File: config.mk
export PLATFORM = sky130hd
export DESIGN_NAME = vscr_cordic
export DESIGN_NICKNAME = d
export VERILOG_FILES = /design/src/hw/rtl/vscr_pkg.sv /design/src/hw/rtl/vscr_cordic.sv
export SDC_FILE = /design/constraint.sdc
export NUM_CORES = 1
export LEC_CHECK = 0
export ABC_AREA = 1
export BUFFER_PORTS_ARGS = -buffer_cell sky130_fd_sc_hd__buf_2
export CORE_ASPECT_RATIO = 0.5
export CORE_MARGIN = 4
export CORE_UTILIZATION = 49
export DETAILED_ROUTE_END_ITERATION = 10
export PLACE_DENSITY = 0.66
export SETUP_SLACK_MARGIN = 0.3
export SLEW_MARGIN = 20
export SYNTH_ARGS = -nofsm -noshare
export SYNTH_HDL_FRONTEND = slang
export SYNTH_SLANG_ARGS = --single-unit
File: constraint.sdc
create_clock -name clk -period 9.2 [get_ports clk]
set_input_delay 0 -clock clk [delete_from_list [all_inputs] [get_ports clk]]
set_output_delay 0 -clock clk [all_outputs]
set_load 0.03 [all_outputs]
File: src/hw/rtl/vscr_pkg.sv
// Shared types, constants and the CORDIC angle table of the vertex set rotation unit.
package vscr_pkg;

	localparam int MAX_VERTICES_DEF = 64;
	localparam int COORD_BITS_DEF   = 32;

	localparam int OUT_BITS     = 32;
	localparam int IDX_BITS     = 6;
	localparam int ANGLE_BITS   = 16;
	localparam int DIVISOR_BITS = 7;

	localparam int CORDIC_STEPS      = 30;
	localparam int CORDIC_STEP_BITS  = 5;
	localparam int CORDIC_GAIN       = 652032874;
	localparam int TRIG_BITS         = 32;
	localparam int PHASE_BITS        = 33;
	localparam int ATAN_BITS         = 32;

	localparam int ANGLE_FULL    = 23040;
	localparam int ANGLE_HALF    = 11520;
	localparam int ANGLE_QUARTER = 5760;

	// The phase of the reduced angle is angle * 2^23 / 45. Multiplying the magnitude by the
	// rounded-up reciprocal 2^42 / 45 and dropping 19 bits gives the truncated quotient
	// exactly for every magnitude up to a quarter turn.
	localparam int PHASE_MAG_BITS    = 13;
	localparam int PHASE_RECIP_BITS  = 37;
	localparam int PHASE_RECIP_SHIFT = 19;
	localparam logic [PHASE_RECIP_BITS-1:0] PHASE_RECIP = 37'd97734366914;

	localparam int MUL_SPLIT   = 16;
	localparam int ROUND_SHIFT = 30;

	localparam logic [1:0] KIND_CLEAR        = 2'd0;
	localparam logic [1:0] KIND_APPEND       = 2'd1;
	localparam logic [1:0] KIND_ROT_CENTROID = 2'd2;
	localparam logic [1:0] KIND_ROT_KEPT     = 2'd3;

	localparam logic [1:0] AXIS_X    = 2'd0;
	localparam logic [1:0] AXIS_Y    = 2'd1;
	localparam logic [1:0] AXIS_Z    = 2'd2;
	localparam logic [1:0] AXIS_NONE = 2'd3;

	localparam logic [1:0] STATUS_ROTATED = 2'd0;
	localparam logic [1:0] STATUS_FULL    = 2'd1;
	localparam logic [1:0] STATUS_EMPTY   = 2'd2;

	typedef struct packed {
		logic [1:0]         kind;
		logic signed [31:0] pos_x;
		logic signed [31:0] pos_y;
		logic signed [31:0] pos_z;
		logic signed [15:0] turn_angle;
		logic [1:0]         turn_axis;
	} req_item_t;

	typedef struct packed {
		logic signed [31:0] out_x;
		logic signed [31:0] out_y;
		logic signed [31:0] out_z;
		logic [5:0]         vertex_index;
		logic               last_flag;
		logic [1:0]         status;
	} res_item_t;

	// Arctangent of 2^-i in units of 2^-32 turn.
	function automatic logic [ATAN_BITS-1:0] atan_turn(input logic [CORDIC_STEP_BITS-1:0] i);
		logic [ATAN_BITS-1:0] v;
		case (i)
			5'd0:  v = 32'h20000000;
			5'd1:  v = 32'h12E4051E;
			5'd2:  v = 32'h09FB385B;
			5'd3:  v = 32'h051111D4;
			5'd4:  v = 32'h028B0D43;
			5'd5:  v = 32'h0145D7E1;
			5'd6:  v = 32'h00A2F61E;
			5'd7:  v = 32'h00517C55;
			5'd8:  v = 32'h0028BE53;
			5'd9:  v = 32'h00145F2F;
			5'd10: v = 32'h000A2F98;
			5'd11: v = 32'h000517CC;
			5'd12: v = 32'h00028BE6;
			5'd13: v = 32'h000145F3;
			5'd14: v = 32'h0000A2F9;
			5'd15: v = 32'h0000517C;
			5'd16: v = 32'h000028BE;
			5'd17: v = 32'h0000145F;
			5'd18: v = 32'h00000A2F;
			5'd19: v = 32'h00000517;
			5'd20: v = 32'h0000028B;
			5'd21: v = 32'h00000145;
			5'd22: v = 32'h000000A2;
			5'd23: v = 32'h00000051;
			5'd24: v = 32'h00000028;
			5'd25: v = 32'h00000014;
			5'd26: v = 32'h0000000A;
			5'd27: v = 32'h00000005;
			5'd28: v = 32'h00000002;
			5'd29: v = 32'h00000001;
			default: v = '0;
		endcase
		return v;
	endfunction

endpackage

File: src/hw/rtl/vscr_cordic.sv
// Iterative rotation-mode CORDIC giving sine and cosine in Q1.30, one step per cycle.
module vscr_cordic (
	input  logic                                   clk,
	input  logic                                   arst_n,
	input  logic                                   start,
	input  logic signed [vscr_pkg::PHASE_BITS-1:0] phase,
	input  logic                                   negate,
	output logic signed [vscr_pkg::TRIG_BITS-1:0]  cos_val,
	output logic signed [vscr_pkg::TRIG_BITS-1:0]  sin_val,
	output logic                                   done
);
	localparam int XW = vscr_pkg::TRIG_BITS + 2;
	localparam int ZW = vscr_pkg::PHASE_BITS;
	localparam int SB = vscr_pkg::CORDIC_STEP_BITS;

	logic signed [XW-1:0] x_q, y_q, xs, ys, x_nx, y_nx;
	logic signed [ZW-1:0] z_q, z_nx, at;
	logic [SB-1:0]        i_q;
	logic                 busy_q;
	logic                 neg_q;

	always_comb begin
		xs = x_q >>> i_q;
		ys = y_q >>> i_q;
		at = $signed(ZW'(vscr_pkg::atan_turn(i_q)));
		if (z_q >= 0) begin
			x_nx = x_q - ys;
			y_nx = y_q + xs;
			z_nx = z_q - at;
		end else begin
			x_nx = x_q + ys;
			y_nx = y_q - xs;
			z_nx = z_q + at;
		end
	end

	always_ff @(posedge clk or negedge arst_n) begin
		if (!arst_n) begin
			busy_q <= 1'b0;
			done   <= 1'b0;
			i_q    <= '0;
		end else begin
			done <= 1'b0;
			if (start) begin
				busy_q <= 1'b1;
				i_q    <= '0;
			end else if (busy_q) begin
				if (i_q == SB'(vscr_pkg::CORDIC_STEPS - 1)) begin
					busy_q <= 1'b0;
					done   <= 1'b1;
				end
				i_q <= i_q + 1'b1;
			end
		end
	end

	always_ff @(posedge clk) begin
		if (start) begin
			x_q   <= XW'(vscr_pkg::CORDIC_GAIN);
			y_q   <= '0;
			z_q   <= phase;
			neg_q <= negate;
		end else if (busy_q) begin
			x_q <= x_nx;
			y_q <= y_nx;
			z_q <= z_nx;
			if (i_q == SB'(vscr_pkg::CORDIC_STEPS - 1)) begin
				cos_val <= vscr_pkg::TRIG_BITS'(neg_q ? -x_nx : x_nx);
				sin_val <= vscr_pkg::TRIG_BITS'(neg_q ? -y_nx : y_nx);
			end
		end
	end
endmodule

==> impl_metrics.ini <==
[floorplan]
core_area_sq_mm = 0.0405
initial_core_util = 0.498
fp-row-count = 52
die_h_microns = 151
die_w_microns = 295
dieArea_sq_mm = 0.0447
num_io_pins = 102

[setup_path]
cpPeakStageDelay_ns = 0.82
endpoint = sin_val[31]$_DFFE_PP_
worstPathArrival_ns = 6.88
r2r_slack_ns = 2.55
reg2reg_from = i_q[2]$_DFFE_PN0P_
cp-start-kind = register
worst-setup-path-type = reg -> reg
r2r-end = sin_val[31]$_DFFE_PP_
cp_slowest_cell = dfrtp_2
rr_worst_depth = 38
path_max_fanout = 42
end_kind = register
crit_top_cell = nand2_1
required_ns = 9.43
critical_path.startpoint = i_q[2]$_DFFE_PN0P_

[route]
drt.antenna.violating_nets = 0
drc = 0
wl_per_cell_microns = 18.2
first_pass_iters = 7
via_count = 22000
finalWirelength_mm = 71.0
drtIter0Drc = 2810
avgViaCountPerCell = 5.66

[timing]
setup_viol = 0
period_needed_ns = 6.65
fmax_ghz = 0.150
drv_slew = 0
tns_ns = 0
slew-limit-headroom = 0.279
worstMarginPinSlew_ns = 1.08
finClkSkew_ns = 0.0204
finalCritPeriodShare = 0.723
rsz0062_at_grt = false
hold_violations = 0

[cts]
clock_latency_ns = 0.47
cts-root-buf = clkbuf_16
cts_made_buffers = 17
postCtsSetupBuffers = 0
cts.path.max_buffers = 2
htreeDepth = 4
cts_sinks = 173
path_clk_slew_ns = 0.08
cts_hold_repair.buffers = 36
cts_resized = 0
cts_tree = built

[global_routing]
grt_pass1_vias = 19300
overflow = 0
grt.total_usage = 0.314
antenna_found_initial = 0
grt_pass1_wl_mm = 109
grt_max_degree = 76

[synthesis]
async_flop_share = 0.0405
ys_ff_latch = 173
synthTopCellsByArea = nand2_1 19%, edfxtp_1 15%, nand3_1 11%, ha_1 6.9%, dfxtp_1 6.8%
synth_nets = 3431
seq_area_frac_synth = 0.222
synth_top_area_frac = 0.189
synth_edf_count = 98
avgSynthCellArea_sq_um = 6.15
ys_types = 65
yosys.area.top_type = nand2_1
yosys_warnings = 0
synth-main-ff-cell = edfxtp_1
syn-cell-area_sq_mm = 0.0202
syn_inst = 3279

[flow_run]
drv_cap = 0

[layout]
nets = 3491
final_common_cell = nand2_1
layout-drive-gt1-share = 0.0838
area_growth_pct = 8.45
final_cell_mix = 1,013 x nand2_1, 427 x nand3_1, 341 x inv_1

[run_status]
status = finished clean

[placement]
portBuffers = 101
dpl.hpwl_mm = 56.0
routabilityCongestion = 1.06

[min_path]
hp-class = in -> reg
state kept, by name, indices dropped and copies added (netlist names):
register / count
y_q: 34
i_q: 5
neg_q: 1
busy_q: 1
z_q: 33
cos_val: 32
done: 1
sin_val: 32
x_q: 34
metrics by stage:
stage | area [sq um] | hold WS [ns] | util | cells | setup WS [ns]
3_3_place_gp | 20900 | -0.131 | 0.515 | 3824 | 2.96
6_report | 21900 | 0.232 | 0.540 | 3893 | 2.55
4_1_cts | 21900 | 0.187 | 0.540 | 3892 | 2.85
2_1_floorplan | 20200 | -0.296 | - | 3279 | 1.14
3_5_place_dp | 20900 | -0.125 | 0.516 | 3824 | 2.87
5_1_grt | 21900 | 0.203 | 0.540 | 3892 | 2.10
cell usage after synthesis (3+ instances only):
library cell / n
nor3_1: 31
nor4_1: 11
a22o_1: 5
buf_2: 32
xnor2_1: 53
nor2_1: 300
nor3_2: 5
a31oi_1: 13
inv_1: 341
o211ai_1: 4
a21boi_0: 4
a21oi_1: 127
xor2_2: 5
inv_2: 25
nand3b_1: 6
a21oi_2: 3
a21oi_4: 3
clkinv_1: 4
o21bai_1: 10
dfrtp_1: 7
ha_1: 112
nor2_2: 9
nand4_1: 44
nand3_1: 427
a21o_1: 12
o21a_1: 7
buf_6: 15
o21ai_1: 31
edfxtp_1: 98
nand2_1: 1013
xor2_1: 122
o21ai_2: 6
buf_1: 18
o21ai_0: 136
dfxtp_1: 68
o22ai_1: 29
buf_4: 11
or2_2: 25
clkbuf_1: 40
nand2_2: 17
nand3_2: 14
o31ai_1: 5
fa_1: 3
worst min-delay path by stage:
stage | from | slack [ns] | depth (start not counted) | end
after floorplan | arst_n | -0.30 | 0 | busy_q$_DFF_PN0_
after global placement | arst_n | -0.13 | 1 | i_q[1]$_DFFE_PN0P_
after detailed placement | arst_n | -0.12 | 1 | i_q[1]$_DFFE_PN0P_
after CTS | start | 0.19 | 4 | x_q[2]$_SDFFE_PP0P_
after global routing | start | 0.20 | 4 | x_q[2]$_SDFFE_PP0P_
final | start | 0.23 | 4 | x_q[2]$_SDFFE_PP0P_
cell families (layout without fill, tap and decap cells):
kind of cell             Yosys count  count (layout)  synth area share
flip-flops                       173             173             0.222
XOR/XNOR                         180             180            0.0800
buffers and inverters            487             560             0.100
AO/OA/AOI/OAI                    410             410             0.117
AND/OR/NAND/NOR                 1914            1914             0.408
adder cells (fa/ha/maj)          115             115            0.0725
other                              0               1                 0
area by class of cell:
| class | count | area, sq um |
|---|---|---|
| clock buffers | 19 | 443 |
| flip-flops and latches | 173 | 4480 |
| fillers | 4190 | 18700 |
| inverters | 371 | 1400 |
| repair buffers | 157 | 1020 |
| well taps | 540 | 676 |
| clock inverters | 13 | 169 |
| multi-input cells | 2619 | 13700 |
| diodes | 1 | 2.50 |
layer usage:
layer	share of wire	track usage	up-vias
met3	0.12	0.0900	97
met1	0.48	0.476	9989
met4	0.016	0.0622	2
li1	-	-	10900
met2	0.38	0.434	1045
met5	0.0023	0.0266	-
critical path: cells and delay by family, from the launching register on:
family	cells	cell delay (ns)
compound gates	1	0.17
xor+xnor	1	0.22
fa+ha+maj	2	0.48
buf+inv	10	1.76
flops	1	0.82
simple gates	24	2.91
Power is left out: the tool's default activity adds up to more than one toggle a clock period on the data nets, which glitch-free logic cannot reach.
