<file path="src/hw/rtl/vscr_pkg.sv">
// Shared types, constants and the CORDIC angle table of the vertex set rotation unit.
package vscr_pkg;

	localparam int MAX_VERTICES_DEF = 64;
	localparam int COORD_BITS_DEF   = 32;

	localparam int OUT_BITS     = 32;
	localparam int IDX_BITS     = 6;
	localparam int ANGLE_BITS   = 16;
	localparam int DIVISOR_BITS = 7;

	localparam int CORDIC_STEPS      = 30;
	localparam int CORDIC_STEP_BITS  = 5;
	localparam int CORDIC_GAIN       = 652032874;
	localparam int TRIG_BITS         = 32;
	localparam int PHASE_BITS        = 33;
	localparam int ATAN_BITS         = 32;

	localparam int ANGLE_FULL    = 23040;
	localparam int ANGLE_HALF    = 11520;
	localparam int ANGLE_QUARTER = 5760;

	// The phase of the reduced angle is angle * 2^23 / 45. Multiplying the magnitude by the
	// rounded-up reciprocal 2^42 / 45 and dropping 19 bits gives the truncated quotient
	// exactly for every magnitude up to a quarter turn.
	localparam int PHASE_MAG_BITS    = 13;
	localparam int PHASE_RECIP_BITS  = 37;
	localparam int PHASE_RECIP_SHIFT = 19;
	localparam logic [PHASE_RECIP_BITS-1:0] PHASE_RECIP = 37'd97734366914;

	localparam int MUL_SPLIT   = 16;
	localparam int ROUND_SHIFT = 30;

	localparam logic [1:0] KIND_CLEAR        = 2'd0;
	localparam logic [1:0] KIND_APPEND       = 2'd1;
	localparam logic [1:0] KIND_ROT_CENTROID = 2'd2;
	localparam logic [1:0] KIND_ROT_KEPT     = 2'd3;

	localparam logic [1:0] AXIS_X    = 2'd0;
	localparam logic [1:0] AXIS_Y    = 2'd1;
	localparam logic [1:0] AXIS_Z    = 2'd2;
	localparam logic [1:0] AXIS_NONE = 2'd3;

	localparam logic [1:0] STATUS_ROTATED = 2'd0;
	localparam logic [1:0] STATUS_FULL    = 2'd1;
	localparam logic [1:0] STATUS_EMPTY   = 2'd2;

	typedef struct packed {
		logic [1:0]         kind;
		logic signed [31:0] pos_x;
		logic signed [31:0] pos_y;
		logic signed [31:0] pos_z;
		logic signed [15:0] turn_angle;
		logic [1:0]         turn_axis;
	} req_item_t;

	typedef struct packed {
		logic signed [31:0] out_x;
		logic signed [31:0] out_y;
		logic signed [31:0] out_z;
		logic [5:0]         vertex_index;
		logic               last_flag;
		logic [1:0]         status;
	} res_item_t;

	// Arctangent of 2^-i in units of 2^-32 turn.
	function automatic logic [ATAN_BITS-1:0] atan_turn(input logic [CORDIC_STEP_BITS-1:0] i);
		logic [ATAN_BITS-1:0] v;
		case (i)
			5'd0:  v = 32'h20000000;
			5'd1:  v = 32'h12E4051E;
			5'd2:  v = 32'h09FB385B;
			5'd3:  v = 32'h051111D4;
			5'd4:  v = 32'h028B0D43;
			5'd5:  v = 32'h0145D7E1;
			5'd6:  v = 32'h00A2F61E;
			5'd7:  v = 32'h00517C55;
			5'd8:  v = 32'h0028BE53;
			5'd9:  v = 32'h00145F2F;
			5'd10: v = 32'h000A2F98;
			5'd11: v = 32'h000517CC;
			5'd12: v = 32'h00028BE6;
			5'd13: v = 32'h000145F3;
			5'd14: v = 32'h0000A2F9;
			5'd15: v = 32'h0000517C;
			5'd16: v = 32'h000028BE;
			5'd17: v = 32'h0000145F;
			5'd18: v = 32'h00000A2F;
			5'd19: v = 32'h00000517;
			5'd20: v = 32'h0000028B;
			5'd21: v = 32'h00000145;
			5'd22: v = 32'h000000A2;
			5'd23: v = 32'h00000051;
			5'd24: v = 32'h00000028;
			5'd25: v = 32'h00000014;
			5'd26: v = 32'h0000000A;
			5'd27: v = 32'h00000005;
			5'd28: v = 32'h00000002;
			5'd29: v = 32'h00000001;
			default: v = '0;
		endcase
		return v;
	endfunction

endpackage

</file>
<file path="src/hw/rtl/vscr_div.sv">
// Restoring divider of a signed dividend by a small positive divisor, one bit per cycle.
module vscr_div #(
	parameter int DW = 39
) (
	input  logic                                 clk,
	input  logic                                 arst_n,
	input  logic                                 start,
	input  logic signed [DW-1:0]                 dividend,
	input  logic [vscr_pkg::DIVISOR_BITS-1:0]    divisor,
	output logic signed [DW-1:0]                 quotient,
	output logic                                 done
);
	localparam int VW = vscr_pkg::DIVISOR_BITS;
	localparam int CNTW = $clog2(DW + 1);

	logic [DW-1:0]   mag_q;
	logic [VW:0]     rem_q;
	logic [VW-1:0]   dvs_q;
	logic [CNTW-1:0] cnt_q;
	logic            neg_q;
	logic            busy_q;
	logic [VW:0]     rem_sh;
	logic            qbit;
	logic [VW:0]     rem_nx;

	always_comb begin
		rem_sh = {rem_q[VW-1:0], mag_q[DW-1]};
		qbit   = (rem_sh >= {1'b0, dvs_q});
		rem_nx = qbit ? (rem_sh - {1'b0, dvs_q}) : rem_sh;
	end

	always_ff @(posedge clk or negedge arst_n) begin
		if (!arst_n) begin
			busy_q <= 1'b0;
			done   <= 1'b0;
			cnt_q  <= '0;
		end else begin
			done <= 1'b0;
			if (start) begin
				busy_q <= 1'b1;
				cnt_q  <= '0;
			end else if (busy_q) begin
				if (cnt_q == CNTW'(DW - 1)) begin
					busy_q <= 1'b0;
					done   <= 1'b1;
				end
				cnt_q <= cnt_q + 1'b1;
			end
		end
	end

	always_ff @(posedge clk) begin
		if (start) begin
			neg_q <= dividend[DW-1];
			mag_q <= dividend[DW-1] ? (-dividend) : dividend;
			rem_q <= '0;
			dvs_q <= divisor;
		end else if (busy_q) begin
			rem_q <= rem_nx;
			mag_q <= {mag_q[DW-2:0], qbit};
			if (cnt_q == CNTW'(DW - 1)) begin
				quotient <= neg_q ? -$signed({mag_q[DW-2:0], qbit})
				                  : $signed({mag_q[DW-2:0], qbit});
			end
		end
	end
endmodule

</file>
<file path="config.mk">
export PLATFORM = sky130hd
export DESIGN_NAME = vscr_div
export DESIGN_NICKNAME = d
export VERILOG_FILES = /design/src/hw/rtl/vscr_pkg.sv /design/src/hw/rtl/vscr_div.sv
export SDC_FILE = /design/constraint.sdc
export NUM_CORES = 1
export LEC_CHECK = 0
export ABC_CLOCK_PERIOD_IN_PS = 4200
export BUFFER_PORTS_ARGS = -buffer_cell sky130_fd_sc_hd__buf_2
export CAP_MARGIN = 20
export CORE_MARGIN = 1
export CORE_UTILIZATION = 57
export CTS_CLUSTER_SIZE = 30
export DETAILED_ROUTE_END_ITERATION = 16
export PLACE_DENSITY = 0.88
export SYNTH_ARGS = -nofsm -noshare
export SYNTH_HDL_FRONTEND = slang
export SYNTH_SLANG_ARGS = --single-unit
</file>
<file path="constraint.sdc">
create_clock -name clk -period 4.2 [get_ports clk]
set_clock_uncertainty 0.15 [all_clocks]
set_input_delay 0.84 -clock clk [delete_from_list [all_inputs] [get_ports clk]]
set_output_delay 0.84 -clock clk [all_outputs]
set_load 0.01 [all_outputs]
</file>
==> summary.txt <==
initial antenna violation count: 1
Placed Instance Area: 0.00629 mm²
CORE AREA: 0.00977 mm²
Setup Crit Path Kind: reg -> reg
height of the die: 102 µm
PwrDens: 393 mW/mm²
status: finished clean
Hold Violations, Final: 0
Post-CTS Setup Bufs: 0
Initial Utilization: 58.7%
Final Critical Period: 3.88 ns
CP Capture Type: flip-flop
relative slew slack: 39.2%
Int Pwr: 1.77 mW
n_diodes: 0
# setup viols final: 0
FF+latch count, synth: 101
Avg Inst Size Synth: 10.9 µm²
Syn Inst Count: 528
Pleak: 2.39 nW
post-layout util: 66.3%
Worst Setup Slack, final: 0.317 ns
highest clock rate: 258 MHz
Slew Viols, Final: 0
asr flop ratio synth: 7.92%
drt first-iter violations: 313
# nets final: 665
count of cell types in the netlist: 49
layout cell share with drive strength beyond 1: 21.8%
DIE AREA: 0.0105 mm²
I/O pin count: 89
Routed WL: 12.3 mm
first-pass GRT wire length: 19.6 mm
fin crit share: 92.5%
DR vias: 4421
Detail Route Antenna Nets: 0
critical path fanouts, max: 8
setup slack, reg-to-reg: 0.32 ns
post-route DRC violation count: 0
met1 Use GR: 31.3%
sequential power share: 51.2%
CTS Root Cell: clkbuf_8
Switching Share: 30.6%
final instance area: 0.00648 mm²
fillers: 717
M2 GR Usage: 40.4%
Seq/Total Area, Yosys: 50.9%
M3 GR Usage: 5.06%
Crit path arrival time: 3.87 ns
synthesis-to-layout area growth: 12.8%
row count: 36
CTS tree: yes
combinational fraction of design power: 24.1%
Final HPWL DP: 8.69 mm
worst slew pin tran: 0.912 ns
Post-Syn Area: 0.00574 mm²
global placer's final weighted congestion: 0.869
Worst setup SP type: flip-flop
GRT Residual Overflow: 0
Peak VDD IR: 236 µV
Clk network pwr share: 24.7%
largest net degree at the start of global routing: 65
port bufs: 88
Total GRT Usage: 24.6%
most common flop cell mapped by yosys: edfxtp_1
clk buf depth: 2
Synth warnings: 0
max-cap violation count: 0
Total Power: 2.54 mW
Clock Latency Late Sink: 0.38 ns
cts hold-fix bufs: 0
unrepaired setup endpoints after global routing: false
Synth Net Count: 589
HP Class: in -> async
Top Usage Layer GRT: met2
Clock Sinks: 101
CTS resizes: 0
setup_tns: 0 ns
WL/cell: 16.6 µm
die width: 102 µm
number of H-tree levels: 3
drt pass-1 iters: 5
number of global-route vias before repair: 4120
P_sw: 0.778 mW
worst slack, placed: 0.421 ns
Clock transition at path regs: 0.10 ns
number of synthesized flops with an enable pin: 86
Num CTS Buffers: 9
Worst EP required: 4.19 ns
DR vias/cell: 5.96
[cells by family (layout without fill, tap and decap cells)]
family | count (synthesis) | after routing | share of synthesized area [%]
multiplexers | 7 | 7 | 1.26
AND/OR/NAND/NOR | 151 | 151 | 13.9
XOR/XNOR | 79 | 79 | 12.1
flip-flops | 101 | 101 | 50.9
buffers and inverters | 49 | 130 | 3.47
AO/OA/AOI/OAI | 129 | 129 | 15.7
adder cells (fa/ha/maj) | 12 | 12 | 2.75
[cell usage after synthesis (3+ instances only)]
library cell   n  area [µm²]
edfxtp_1      86        2580
nor2_1        60         225
xnor2_1       42         368
a21oi_1       40         200
xor2_1        37         324
clkbuf_1      26        97.6
o31ai_1       23         173
o41ai_1       23         201
inv_1         19        71.3
o21ai_0       19        95.1
nand2_1       18        67.6
or3_1         12        75.1
ha_1          11         138
a211oi_1       8        60.1
dfrtp_1        8         200
or2_2          8        50.1
or4_1          8        60.1
dfxtp_1        7         140
nor4_1         6        37.5
mux2i_1        5        50.1
nand3_1        5        25.0
nand4_1        5        31.3
nor3_1         5        25.0
nand2b_1       4        25.0
o31ai_2        4        50.1
or4_4          4        45.0
and2_1         3        18.8
nand4b_1       3        26.3
nor2b_1        3        18.8
[stage by stage]
| stage | hold slack, ns | cells |
|---|---|---|
| floorplan | 0.326 | 528 |
| global placement | 0.340 | 726 |
| detailed placement | 0.353 | 726 |
| CTS | 0.134 | 742 |
| global route | 0.128 | 742 |
| finish | 0.132 | 742 |
[power by group through the flow]
stage,Sequential [mW],Clock [mW],Combinational [mW]
after CTS,1.30,0.624,0.608
after global routing,1.32,0.664,0.686
final,1.30,0.628,0.612
after floorplan,1.29,0,0.456
after global placement,1.32,0,0.568
after detailed placement,1.32,0,0.599
[worst paths after layout]
path / from / cells after the start / to
max: dvs_q[5] / 12 / quotient[20]
min: arst_n / 1 / done
max reg2reg: dvs_q[5] / 12 / quotient[20]
min reg2reg: rem_q[4] / 2 / rem_q[5]
max in group asynchronous: arst_n / 1 / cnt_q[5]
min in group clk: rem_q[4] / 2 / rem_q[5]
[worst max-delay path, cell delays in order, from the launching register on]
cell	delay (ns)
edfxtp_1	0.34
inv_1	0.04
ha_1	0.36
a21o_1	0.19
a211oi_1	0.32
nand3_1	0.17
inv_1	0.18
ha_1	0.21
or4b_2	0.67
nor4_2	0.45
nand2b_1	0.18
o31ai_1	0.29
xnor2_1	0.09
[flip-flops by register name (all words and copies together), names as in the netlist]
signal,cells
neg_q,1
done,1
dvs_q,7
cnt_q,6
rem_q,7
busy_q,1
quotient,39
mag_q,39
[cells in the final DEF (no fill, tap or decap), types with 2 or more instances in the layout]
cell type / synthesis / layout
buf_2: 0 / 88
edfxtp_1: 86 / 86
nor2_1: 60 / 60
xnor2_1: 42 / 42
a21oi_1: 40 / 40
xor2_1: 37 / 37
o41ai_1: 23 / 23
o31ai_1: 23 / 23
inv_1: 19 / 19
o21ai_0: 19 / 19
nand2_1: 18 / 18
or3_1: 12 / 12
ha_1: 11 / 11
clkbuf_8: 0 / 9
a211oi_1: 8 / 8
or2_2: 8 / 8
or4_1: 8 / 8
dfrtp_1: 8 / 8
dfxtp_1: 7 / 7
nor4_1: 6 / 6
buf_4: 0 / 6
nand3_1: 5 / 5
nand4_1: 5 / 5
nor3_1: 5 / 5
mux2i_1: 5 / 5
nand2b_1: 4 / 4
or4_4: 4 / 4
o31ai_2: 4 / 4
nand4b_1: 3 / 3
nor2b_1: 3 / 3
and2_1: 3 / 2
o211a_1: 2 / 2
nor3b_1: 2 / 2
a311oi_1: 2 / 2
mux2_2: 2 / 2
clkinvlp_4: 0 / 2
clkbuf_1: 26 / 2
[layout make-up]
type | instances | area [µm²] | share of cell area, %
Timing Repair Buffer | 95 | 505 | 7.81
Multi-Input combinational cell | 378 | 2620 | 40.5
Clock inverter | 5 | 58.8 | 0.908
Sequential cell | 101 | 2920 | 45.1
Clock buffer | 11 | 131 | 2.03
Tap cell | 133 | 166 | 2.57
Inverter | 19 | 71.3 | 1.10
[metal layers]
metal	up-vias	wire, µm
li1	2122	-
met3	44	764
met2	201	6090
met5	-	8
met1	2052	5040
met4	2	418
No activity file was read; power rests on OpenSTA's default activity.
